## src/sv/i2cras_pkg.sv

```systemverilog
// Shared types and codes for the I2C register access sequencer.
// No dependencies; imported by every module of the block.
package i2cras_pkg;

   localparam int MAX_RSP = 3;

   // request function codes
   localparam logic [1:0] FUNC_START = 2'd0;
   localparam logic [1:0] FUNC_WDATA = 2'd1;
   localparam logic [1:0] FUNC_DONE  = 2'd2;

   // result kinds
   localparam logic [1:0] KIND_CMD    = 2'd0;
   localparam logic [1:0] KIND_RDATA  = 2'd1;
   localparam logic [1:0] KIND_FINISH = 2'd2;

   // bus engine commands
   localparam logic [2:0] BUS_START = 3'd0;
   localparam logic [2:0] BUS_SEND  = 3'd1;
   localparam logic [2:0] BUS_RXACK = 3'd2;
   localparam logic [2:0] BUS_RXNAK = 3'd3;
   localparam logic [2:0] BUS_STOP  = 3'd4;

   // error codes
   localparam logic [3:0] ERR_NONE    = 4'd0;
   localparam logic [3:0] ERR_START   = 4'd1;
   localparam logic [3:0] ERR_WADDR   = 4'd2;
   localparam logic [3:0] ERR_REG     = 4'd3;
   localparam logic [3:0] ERR_WDATA   = 4'd4;
   localparam logic [3:0] ERR_RESTART = 4'd5;
   localparam logic [3:0] ERR_RADDR   = 4'd6;
   localparam logic [3:0] ERR_DACK    = 4'd7;
   localparam logic [3:0] ERR_DNACK   = 4'd8;

   // bus status codes after masking
   localparam logic [7:0] STATUS_MASK     = 8'hF8;
   localparam logic [7:0] ST_START_SENT   = 8'h08;
   localparam logic [7:0] ST_RESTART_SENT = 8'h10;
   localparam logic [7:0] ST_SLA_W_ACK    = 8'h18;
   localparam logic [7:0] ST_DATA_TX_ACK  = 8'h28;
   localparam logic [7:0] ST_SLA_R_ACK    = 8'h40;
   localparam logic [7:0] ST_DATA_RX_ACK  = 8'h50;
   localparam logic [7:0] ST_DATA_RX_NAK  = 8'h58;

   typedef struct packed {
      logic [1:0] func;
      logic       is_read;
      logic [6:0] device_addr;
      logic [7:0] reg_addr;
      logic [7:0] byte_count;
      logic [7:0] wdata;
      logic [7:0] bus_status;
      logic [7:0] rx_byte;
   } req_type;

   typedef struct packed {
      logic [1:0] kind;
      logic [2:0] bus_cmd;
      logic [7:0] tx_byte;
      logic [7:0] rdata;
      logic [3:0] error_code;
      logic       last;
   } rsp_type;

   // results of one request, slot 0 first
   typedef struct packed {
      logic [1:0]                count;
      rsp_type [MAX_RSP-1:0]     items;
   } rsp_batch_type;

endpackage

```

## src/sv/i2cras_engine.sv

```systemverilog
// Transaction sequencer: phase state and the per-request step logic.
// Depends on i2cras_pkg; produces up to three results per request.
module i2cras_engine import i2cras_pkg::*; (
   input  logic          clock,
   input  logic          reset,
   input  logic          item_valid,
   input  req_type       item,
   output rsp_batch_type batch
);

   typedef enum logic [3:0] {
      PH_IDLE,
      PH_W_START,
      PH_W_SLA,
      PH_W_REG,
      PH_HOST_WAIT,
      PH_W_DATA,
      PH_R_RESTART,
      PH_R_SLA,
      PH_R_DATA
   } phase_type;

   phase_type  phase_ff, phase_in;
   logic       read_mode_ff, read_mode_in;
   logic [6:0] target_addr_ff, target_addr_in;
   logic [7:0] register_byte_ff, register_byte_in;
   logic [7:0] bytes_left_ff, bytes_left_in;

   logic       rx_hit, cmd_hit, fin_hit;
   logic [2:0] cmd_val;
   logic [7:0] tx_val;
   logic [3:0] fin_err;
   logic [7:0] left_dec;
   logic [7:0] status;
   rsp_type    rd_item, cmd_item, stop_item, fin_item;

   assign status   = item.bus_status & STATUS_MASK;
   assign left_dec = bytes_left_ff - 8'd1;

   always_comb begin
      phase_in         = phase_ff;
      read_mode_in     = read_mode_ff;
      target_addr_in   = target_addr_ff;
      register_byte_in = register_byte_ff;
      bytes_left_in    = bytes_left_ff;
      rx_hit  = 1'b0;
      cmd_hit = 1'b0;
      fin_hit = 1'b0;
      cmd_val = BUS_START;
      tx_val  = 8'd0;
      fin_err = ERR_NONE;
      if (item_valid) begin
         unique case (item.func)
            FUNC_START: begin
               if (phase_ff == PH_IDLE) begin
                  read_mode_in     = item.is_read;
                  target_addr_in   = item.device_addr;
                  register_byte_in = item.reg_addr;
                  bytes_left_in    = item.byte_count;
                  cmd_hit          = 1'b1;
                  cmd_val          = BUS_START;
                  phase_in         = PH_W_START;
               end
            end
            FUNC_WDATA: begin
               if (phase_ff == PH_HOST_WAIT) begin
                  cmd_hit  = 1'b1;
                  cmd_val  = BUS_SEND;
                  tx_val   = item.wdata;
                  phase_in = PH_W_DATA;
               end
            end
            FUNC_DONE: begin
               unique case (phase_ff)
                  PH_W_START: begin
                     if (status != ST_START_SENT) begin
                        fin_hit = 1'b1;
                        fin_err = ERR_START;
                     end else begin
                        cmd_hit  = 1'b1;
                        cmd_val  = BUS_SEND;
                        tx_val   = {target_addr_ff, 1'b0};
                        phase_in = PH_W_SLA;
                     end
                  end
                  PH_W_SLA: begin
                     if (status != ST_SLA_W_ACK) begin
                        fin_hit = 1'b1;
                        fin_err = ERR_WADDR;
                     end else begin
                        cmd_hit  = 1'b1;
                        cmd_val  = BUS_SEND;
                        tx_val   = register_byte_ff;
                        phase_in = PH_W_REG;
                     end
                  end
                  PH_W_REG: begin
                     if (status != ST_DATA_TX_ACK) begin
                        fin_hit = 1'b1;
                        fin_err = ERR_REG;
                     end else if (read_mode_ff) begin
                        cmd_hit  = 1'b1;
                        cmd_val  = BUS_START;
                        phase_in = PH_R_RESTART;
                     end else if (bytes_left_ff == 8'd0) begin
                        fin_hit = 1'b1;
                     end else begin
                        phase_in = PH_HOST_WAIT;
                     end
                  end
                  PH_W_DATA: begin
                     if (status != ST_DATA_TX_ACK) begin
                        fin_hit = 1'b1;
                        fin_err = ERR_WDATA;
                     end else begin
                        bytes_left_in = left_dec;
                        if (left_dec == 8'd0) begin
                           fin_hit = 1'b1;
                        end else begin
                           phase_in = PH_HOST_WAIT;
                        end
                     end
                  end
                  PH_R_RESTART: begin
                     if (status != ST_RESTART_SENT) begin
                        fin_hit = 1'b1;
                        fin_err = ERR_RESTART;
                     end else begin
                        cmd_hit  = 1'b1;
                        cmd_val  = BUS_SEND;
                        tx_val   = {target_addr_ff, 1'b1};
                        phase_in = PH_R_SLA;
                     end
                  end
                  PH_R_SLA: begin
                     if (status != ST_SLA_R_ACK) begin
                        fin_hit = 1'b1;
                        fin_err = ERR_RADDR;
                     end else if (bytes_left_ff == 8'd0) begin
                        fin_hit = 1'b1;
                     end else begin
                        cmd_hit  = 1'b1;
                        cmd_val  = (bytes_left_ff == 8'd1) ? BUS_RXNAK : BUS_RXACK;
                        phase_in = PH_R_DATA;
                     end
                  end
                  PH_R_DATA: begin
                     if (bytes_left_ff > 8'd1 && status != ST_DATA_RX_ACK) begin
                        fin_hit = 1'b1;
                        fin_err = ERR_DACK;
                     end else if (bytes_left_ff <= 8'd1 && status != ST_DATA_RX_NAK) begin
                        fin_hit = 1'b1;
                        fin_err = ERR_DNACK;
                     end else begin
                        rx_hit        = 1'b1;
                        bytes_left_in = left_dec;
                        if (left_dec == 8'd0) begin
                           fin_hit = 1'b1;
                        end else begin
                           cmd_hit = 1'b1;
                           cmd_val = (left_dec == 8'd1) ? BUS_RXNAK : BUS_RXACK;
                        end
                     end
                  end
                  default: ;
               endcase
               if (fin_hit) begin
                  phase_in = PH_IDLE;
               end
            end
            default: ;
         endcase
      end
   end

   // pack the results in order: read data, command, then stop and finish
   always_comb begin
      rd_item            = '0;
      rd_item.kind       = KIND_RDATA;
      rd_item.rdata      = item.rx_byte;
      cmd_item           = '0;
      cmd_item.kind      = KIND_CMD;
      cmd_item.bus_cmd   = cmd_val;
      cmd_item.tx_byte   = tx_val;
      stop_item          = '0;
      stop_item.kind     = KIND_CMD;
      stop_item.bus_cmd  = BUS_STOP;
      fin_item           = '0;
      fin_item.kind      = KIND_FINISH;
      fin_item.error_code = fin_err;

      batch.count = 2'({1'b0, rx_hit} + {1'b0, cmd_hit} + {fin_hit, 1'b0});
      batch.items[0] = rx_hit ? rd_item : (cmd_hit ? cmd_item : stop_item);
      batch.items[1] = rx_hit ? (cmd_hit ? cmd_item : stop_item) : fin_item;
      batch.items[2] = fin_item;
      for (int i = 0; i < MAX_RSP; i++) begin
         batch.items[i].last = (batch.count == 2'(i + 1));
      end
   end

   always_ff @(posedge clock) begin
      if (reset) begin
         phase_ff         <= PH_IDLE;
         read_mode_ff     <= 1'b0;
         target_addr_ff   <= 7'd0;
         register_byte_ff <= 8'd0;
         bytes_left_ff    <= 8'd0;
      end else begin
         phase_ff         <= phase_in;
         read_mode_ff     <= read_mode_in;
         target_addr_ff   <= target_addr_in;
         register_byte_ff <= register_byte_in;
         bytes_left_ff    <= bytes_left_in;
      end
   end

endmodule

```

## src/sv/i2cras_rsp_fifo.sv

```systemverilog
// Result queue: takes up to three results per cycle, hands out one.
// Depends on i2cras_pkg for the result and batch types.
module i2cras_rsp_fifo import i2cras_pkg::*; #(
   parameter int DEPTH = 8
) (
   input  logic                        clock,
   input  logic                        reset,
   input  rsp_batch_type               push,
   input  logic                        pop,
   output logic                        head_valid,
   output rsp_type                     head,
   output logic [$clog2(DEPTH+1)-1:0]  fill
);

   localparam int PTR_W = $clog2(DEPTH);
   localparam int CNT_W = $clog2(DEPTH + 1);
   localparam logic [PTR_W:0] DEPTH_W = (PTR_W + 1)'(DEPTH);

   rsp_type            mem_ff [DEPTH];
   logic [PTR_W-1:0]   rd_ptr_ff, rd_ptr_in;
   logic [PTR_W-1:0]   wr_ptr_ff, wr_ptr_in;
   logic [CNT_W-1:0]   count_ff, count_in;
   logic [PTR_W-1:0]   wr_idx [MAX_RSP];

   function automatic logic [PTR_W-1:0] wrap_add(input logic [PTR_W-1:0] ptr,
                                                 input logic [1:0] step);
      logic [PTR_W:0] sum;
      sum = {1'b0, ptr} + (PTR_W + 1)'(step);
      if (sum >= DEPTH_W) begin
         sum = sum - DEPTH_W;
      end
      return sum[PTR_W-1:0];
   endfunction

   always_comb begin
      for (int i = 0; i < MAX_RSP; i++) begin
         wr_idx[i] = wrap_add(wr_ptr_ff, 2'(i));
      end
      wr_ptr_in = wrap_add(wr_ptr_ff, push.count);
      rd_ptr_in = pop ? wrap_add(rd_ptr_ff, 2'd1) : rd_ptr_ff;
      count_in  = count_ff + CNT_W'(push.count) - CNT_W'(pop);
   end

   assign head_valid = (count_ff != '0);
   assign head       = mem_ff[rd_ptr_ff];
   assign fill       = count_ff;

   always_ff @(posedge clock) begin
      for (int i = 0; i < MAX_RSP; i++) begin
         if (2'(i) < push.count) begin
            mem_ff[wr_idx[i]] <= push.items[i];
         end
      end
   end

   always_ff @(posedge clock) begin
      if (reset) begin
         rd_ptr_ff <= '0;
         wr_ptr_ff <= '0;
         count_ff  <= '0;
      end else begin
         rd_ptr_ff <= rd_ptr_in;
         wr_ptr_ff <= wr_ptr_in;
         count_ff  <= count_in;
      end
   end

endmodule

```

## src/sv/i2c_register_access_sequencer_core.sv

```systemverilog
// I2C register access sequencer. A request enters an input register; the next
// cycle the sequencer steps its phase and writes zero to three results
// (bus commands, read data, the finished item) into a result queue of
// RSP_DEPTH entries, which hands out one transaction per cycle on rsp_ while
// rsp_stall is low. A request can be taken every cycle while req_stall is
// low; results pass through the input register and the queue. req_stall rises
// when the queue could not take three results for the request in the input
// register plus three for one more request behind it, so over a long run
// requests go in only as fast as their results drain, one per unstalled cycle.
// Depends on i2cras_pkg, i2cras_engine and i2cras_rsp_fifo.
module i2c_register_access_sequencer_core import i2cras_pkg::*; #(
   parameter int RSP_DEPTH = 8
) (
   input  logic    clock,
   input  logic    reset,
   input  logic    req_valid,
   output logic    req_stall,
   input  req_type req_data,
   output logic    rsp_valid,
   input  logic    rsp_stall,
   output rsp_type rsp_data
);

   localparam int CNT_W = $clog2(RSP_DEPTH + 1);
   localparam int LIM_W = CNT_W + 1;
   localparam logic [LIM_W-1:0] FILL_LIMIT = LIM_W'(RSP_DEPTH - MAX_RSP);
   localparam logic [LIM_W-1:0] BURST     = LIM_W'(MAX_RSP);

   logic             s1_valid_ff;
   req_type          s1_data_ff;
   logic             req_accept;
   rsp_batch_type    batch;
   logic [CNT_W-1:0] fill;
   logic [LIM_W-1:0] fill_ahead;

   assign fill_ahead = {1'b0, fill} + (s1_valid_ff ? BURST : '0);
   assign req_stall  = (fill_ahead > FILL_LIMIT);
   assign req_accept = req_valid && !req_stall;

   always_ff @(posedge clock) begin
      if (reset) begin
         s1_valid_ff <= 1'b0;
      end else begin
         s1_valid_ff <= req_accept;
      end
   end

   always_ff @(posedge clock) begin
      if (req_accept) begin
         s1_data_ff <= req_data;
      end
   end

   i2cras_engine u_engine (
      .clock      (clock),
      .reset      (reset),
      .item_valid (s1_valid_ff),
      .item       (s1_data_ff),
      .batch      (batch)
   );

   i2cras_rsp_fifo #(
      .DEPTH (RSP_DEPTH)
   ) u_rsp_fifo (
      .clock      (clock),
      .reset      (reset),
      .push       (batch),
      .pop        (rsp_valid && !rsp_stall),
      .head_valid (rsp_valid),
      .head       (rsp_data),
      .fill       (fill)
   );

endmodule

```

## config.mk

```make
export PLATFORM = sky130hd
export DESIGN_NAME = i2c_register_access_sequencer_core
export DESIGN_NICKNAME = d
export VERILOG_FILES = /design/src/sv/i2cras_pkg.sv /design/src/sv/i2cras_engine.sv /design/src/sv/i2cras_rsp_fifo.sv /design/src/sv/i2c_register_access_sequencer_core.sv
export SDC_FILE = /design/constraint.sdc
export NUM_CORES = 1
export LEC_CHECK = 0
export ABC_AREA = 1
export BUFFER_PORTS_ARGS = -buffer_cell sky130_fd_sc_hd__buf_2
export CORE_MARGIN = 2
export CORE_UTILIZATION = 54
export CTS_CLUSTER_DIAMETER = 30
export DETAILED_ROUTE_END_ITERATION = 10
export PLACE_DENSITY = 0.74
export SLEW_MARGIN = 15
export SYNTH_ARGS = -nofsm -noshare
export SYNTH_HDL_FRONTEND = slang
export SYNTH_HIERARCHICAL = 1
export SYNTH_SLANG_ARGS = --single-unit
```

## constraint.sdc

```tcl
create_clock -name clock -period 4.8 [get_ports clock]
set_input_delay 0.24 -clock clock [delete_from_list [all_inputs] [get_ports clock]]
set_output_delay 0.24 -clock clock [all_outputs]
set_load 0.05 [all_outputs]
```

* Yosys cells after proc, flatten, opt, wreduce, memory -nomap -nowiden
Memory sizes are Yosys's and may differ from the RTL's. A register that Yosys moved wholly into a read port is not among the register bits.
Cells that the tools add are included.
** Operators by class
- $add $sub $neg :: 15
- Order comparisons :: 11
- Equal/unequal tests :: 38
- Multiplexer cells :: 106
- Reductions and logical operators :: 16
** Operators by type and width (number)
- 2-to-1 mux 8 bit :: 9
- 2-to-1 mux 4 bit :: 17
- 2-to-1 mux 26 bit :: 2
- 2-to-1 mux 3 bit :: 16
- case mux 8 bit (2 select lines) :: 3
- 2-to-1 mux 1 bit :: 46
- != test 4 bit (second input constant) :: 8
- case mux 4 bit (7 select lines) :: 1
- 2-to-1 mux 24 bit :: 1
- case mux 4 bit (6 select lines) :: 1
- case mux 8 bit (3 select lines) :: 1
- != test 5 x 4 -> 1 bit (second input constant) :: 4
- equality test 4 x 3 -> 1 bit (second input constant) :: 4
- equality test 8 x 1 -> 1 bit (second input constant) :: 2
- >= comparator 4 bit (second input constant) :: 4
- zero test 8 bit :: 2
- case mux 3 bit (5 select lines) :: 1
- subtractor 3 x 1 -> 3 bit (second input constant) :: 5
- AND reduction 14 bit :: 1
- != test 3 bit (second input constant) :: 4
- case mux 4 bit (3 select lines) :: 1
- != test 5 x 2 -> 1 bit (second input constant) :: 2
- adder 3 x 1 -> 4 bit (second input constant) :: 2
- equality test 4 x 2 -> 1 bit (second input constant) :: 2
- other kinds (36) :: 47
** Storage, ports and cells
- Bits in registers :: 89
- Bits in writable memories :: 208
- Input port bits :: 54
- Memories :: 1
** Memories
- u_rsp_fifo.mem_ff :: depth 8, width 26, rd ports 1, clocked after Yosys merged registers in 1, wr ports 3, RTL line i2cras_rsp_fifo.sv:19 : rsp_type mem_ff [DEPTH];

* Depth between registers and ports, before layout
- Word-level depth :: 14
- Mapped depth :: 24
- Mapped depth without buffers :: 24

* By module
Netlist, hierarchy kept.
** By module, submodules not included
- i2cras_rsp_fifo :: instances 1, cells an instance 2000, area each 14666.6 um^2, seq. area each 6506.2 um^2
- i2cras_engine :: instances 1, cells an instance 468, area each 2839.0 um^2, seq. area each 560.5 um^2
- i2c_register_access_sequencer_core :: instances 1, cells an instance 81, area each 1681.6 um^2, seq. area each 1521.5 um^2

* Least setup slack after synthesis
No wires, ideal clock.
- Kind :: flip-flop to flip-flop
- Start :: register u_engine.bytes_left_ff[0]
- End :: memory u_rsp_fifo/mem_ff[1][0] (netlist name), enable pin
- Setup time :: 0.387 ns
- Arrival time :: 3.677 ns
- Setup slack :: 0.735 ns
- Stages on the path, launching flop included :: 20
- Buffers on the path :: 1
- Period minus slack after synthesis :: 4.065 ns
- Path through :: dfxtp_1 > inv_1 > ha_1 > xnor2_1 > nand3_1 > nor2_1 > nand3_2 > nand2_2 > o21ai_2 > o21ai_1 > nand2_2 > nand2_4 > inv_2 > ha_1 > xnor2_2 > inv_1 > nor2_4 > nand3_2 > buf_2 > nand3_1
** RTL lines
- start, declared :: RTL line i2cras_engine.sv:27 : logic [7:0] bytes_left_ff, bytes_left_in;
- start signal, assigned :: RTL line i2cras_engine.sv:213 : bytes_left_ff <= bytes_left_in;
- end, declared :: RTL line i2cras_rsp_fifo.sv:19

==> summary.md <==
| Metric | Value |
|---|---|
| Status | `finished clean` |
| Post-Syn Area | `approximately 19000 um2` |
| Tmin final | `4.38 ns` |
| Area of the core | `approximately 35000 um2` |
| Final hold viol count | `0` |
| # H-tree levels | `3` |
| Total Power | `roughly 10 mW` |
| Placed Cells | `between 2000 and 3000` |
| Most frequent cells in the layout | `nand2_1 (797), nor2_1 (267), edfxtp_1 (255)` |
| Routed wire length | `~63 mm` |
| WP data required | `roughly 5.1 ns` |
| CP Launch Type | `register` |
| Die height | `about 190 um` |
| Die ar. | `~37000 um2` |
| Initial antenna violation count | `0` |
| Router iterations before antenna repair | `10` |
| Cell Rows | `between 60 and 70` |
| Avg Vias per Cell | `6.10` |
| Hpwl dp | `36.8 mm` |
| CTS tree | `built` |
| Power density over the cells | `between 400 and 500 nW/um2` |
| Clock skew | `0.0238 ns` |
| FF-to-FF Start | `u_engine/bytes_left_ff[0]` |
| Number of CTS-inserted buffers | `69` |
| Post-DP Area | `19500 um2` |
| Arrival @ worst endpoint | `4.71 ns` |
| Vias | `19000` |
| Worst setup EP type | `register` |
| Fin crit share | `around nine tenths` |
| DRT iter0 DRCs | `around 2500` |
| Final hold slack | `between 0.06 and 0.07 ns` |
| R2R setup slack | `between 0.4 and 0.5 ns` |
| Max Clk Rate | `~230 MHz` |
| Global route total overflow | `0` |
| Pin count of the biggest net entering global routing | `between 100 and 150` |
| Max VDD drop | `approximately 0.00044 V` |
| Setup TNS | `0 ns` |
| Leak Pwr | `slightly above 10 nW` |
| I/O Buffers | `just under 80` |
| Initial core utilization | `between 50% and 60%` |
| Pre-CTS WS | `between 0.5 and 0.6 ns` |
| Global-route wire length before repair | `98.3 mm` |
| Core Util, Final | `63.8%` |
| Vias in the first global route | `18200` |
| Unrepaired setup endpoints after global routing | `no` |
| R2R Path End | `u_rsp_fifo/mem_ff[2][4]` |
| Mapped Avg Cell Area | `7.50 um2` |
| Setup Viol. Count Final | `0` |
| Worst hold path class | `in2reg` |
| CP max FO | `27` |
| YS warnings | `6` |
| Design Area, Final | `around 22000 um2` |
| Antenna Cells | `0` |
| Die width | `~190 um` |
| Final Non-Filler Cells | `3120` |
| Post-CTS sizing | `0` |
| Slew HR | `35.3%` |
| CP Class | `reg2reg` |
| Post-synthesis cell count | `around 2500` |
| Reg clk slew, reported paths | `roughly 0.050 ns` |
| Worst setup margin | `around 0.42 ns` |
| Max-slew violation count | `0` |
| Bufs on Longest Clock Path | `3` |
| Worst setup path start | `u_engine/bytes_left_ff[0]` |
| Root Buffer | `clkbuf_16` |
| GPL Wtd Cong | `0.895` |
| # DRC | `0` |
| Routed WL per cell | `20.3 um` |
| Antenna-violating nets left | `0` |
| Clock Latency Late Sink | `a little under 0.6 ns` |
| Final nets | `about 2700` |
| Worst slew pin tran | `0.970 ns` |
| Crit path to | `u_rsp_fifo/mem_ff[2][4]` |
| Reg2reg path depth | `21` |
| Commonest non-fill, non-tap cell in the layout | `nand2_1` |
| Area growth, synth to finish | `16.0%` |
| Layout cells sized above 1 | `about an eighth` |
| IO Count | `just over 80` |
| Max_cap viols | `0` |
| GR Util All Layers | `a little over a third` |
| Clk sinks | `between 200 and 300` |
-- critical path, stage by stage, from the launching register on --
cell and delay [ns]:
dfxtp_1 0.38, inv_1 0.16, ha_1 0.28, xnor2_1 0.24
nand3_1 0.14, nor2_1 0.17, nand3_2 0.09, nand2_2 0.12
o21ai_2 0.08, o21ai_1 0.15, nand2_2 0.11, nand2_4 0.15
inv_2 0.04, ha_1 0.20, xnor2_2 0.21, nand2_1 0.11
inv_2 0.12, nand3_2 0.10, buf_4 0.47, clkinv_1 0.56
nand2_1 0.20, nand2_1 0.06
-- layer usage --
| metal | global-route usage, % | vias up | wire length, um |
|---|---|---|---|
| li1 | - | 8691 | - |
| met1 | 42.8 | 8527 | 22500 |
| met2 | 54.9 | 1452 | 28400 |
| met3 | 9.37 | 371 | 8490 |
| met4 | 21.0 | 0 | 4030 |
| met5 | 0 | - | 0 |
-- cell type report --
type,count,area [um2]
Fill cell,2951,12600
Multi-Input combinational cell,1902,8970
Sequential cell,297,8500
Clock buffer,78,1780
Timing Repair Buffer,187,1370
Inverter,154,587
Tap cell,455,569
Clock inverter,47,385
-- how the worst min path moves through the flow --
| stage | slack, ns | to | cells after the start | start |
|---|---|---|---|---|
| floorplan | 0.31 | s1_valid_ff | 1 | reset |
| global placement | 0.42 | s1_data_ff[26] | 1 | req_data[26] |
| detailed placement | 0.42 | s1_data_ff[26] | 1 | req_data[26] |
| CTS | 0.05 | register | 2 | reset |
| global route | 0.09 | register | 2 | reset |
| finish | 0.06 | u_rsp_fifo/fill[2] | 2 | reset |
-- flip-flops by register name (all words and copies together), names as in the netlist, named ones only --
register                   cells
u_rsp_fifo/rd_ptr_ff           3
u_engine/register_byte_ff      8
u_engine/target_addr_ff        7
u_engine/bytes_left_ff         8
u_engine/read_mode_ff          1
u_rsp_fifo/fill                4
u_engine/phase_ff              4
s1_data_ff                    47
s1_valid_ff                    1
u_rsp_fifo/wr_ptr_ff           3
u_rsp_fifo/mem_ff            208
-- report_power, final --
part           switching (mW)  leakage, nW  total (mW)  internal [mW]
registers               0.135         2.74        3.12           2.98
logic                    1.93         6.36        2.59          0.657
clock network            1.56         1.04        4.31           2.75
-- what timing repair did --
item                                   CTS  global route
buffers inserted                         0             0
hold buffers                            48             0
endpoints found under the hold margin   48             0
(Power assumes the default switching activity.)
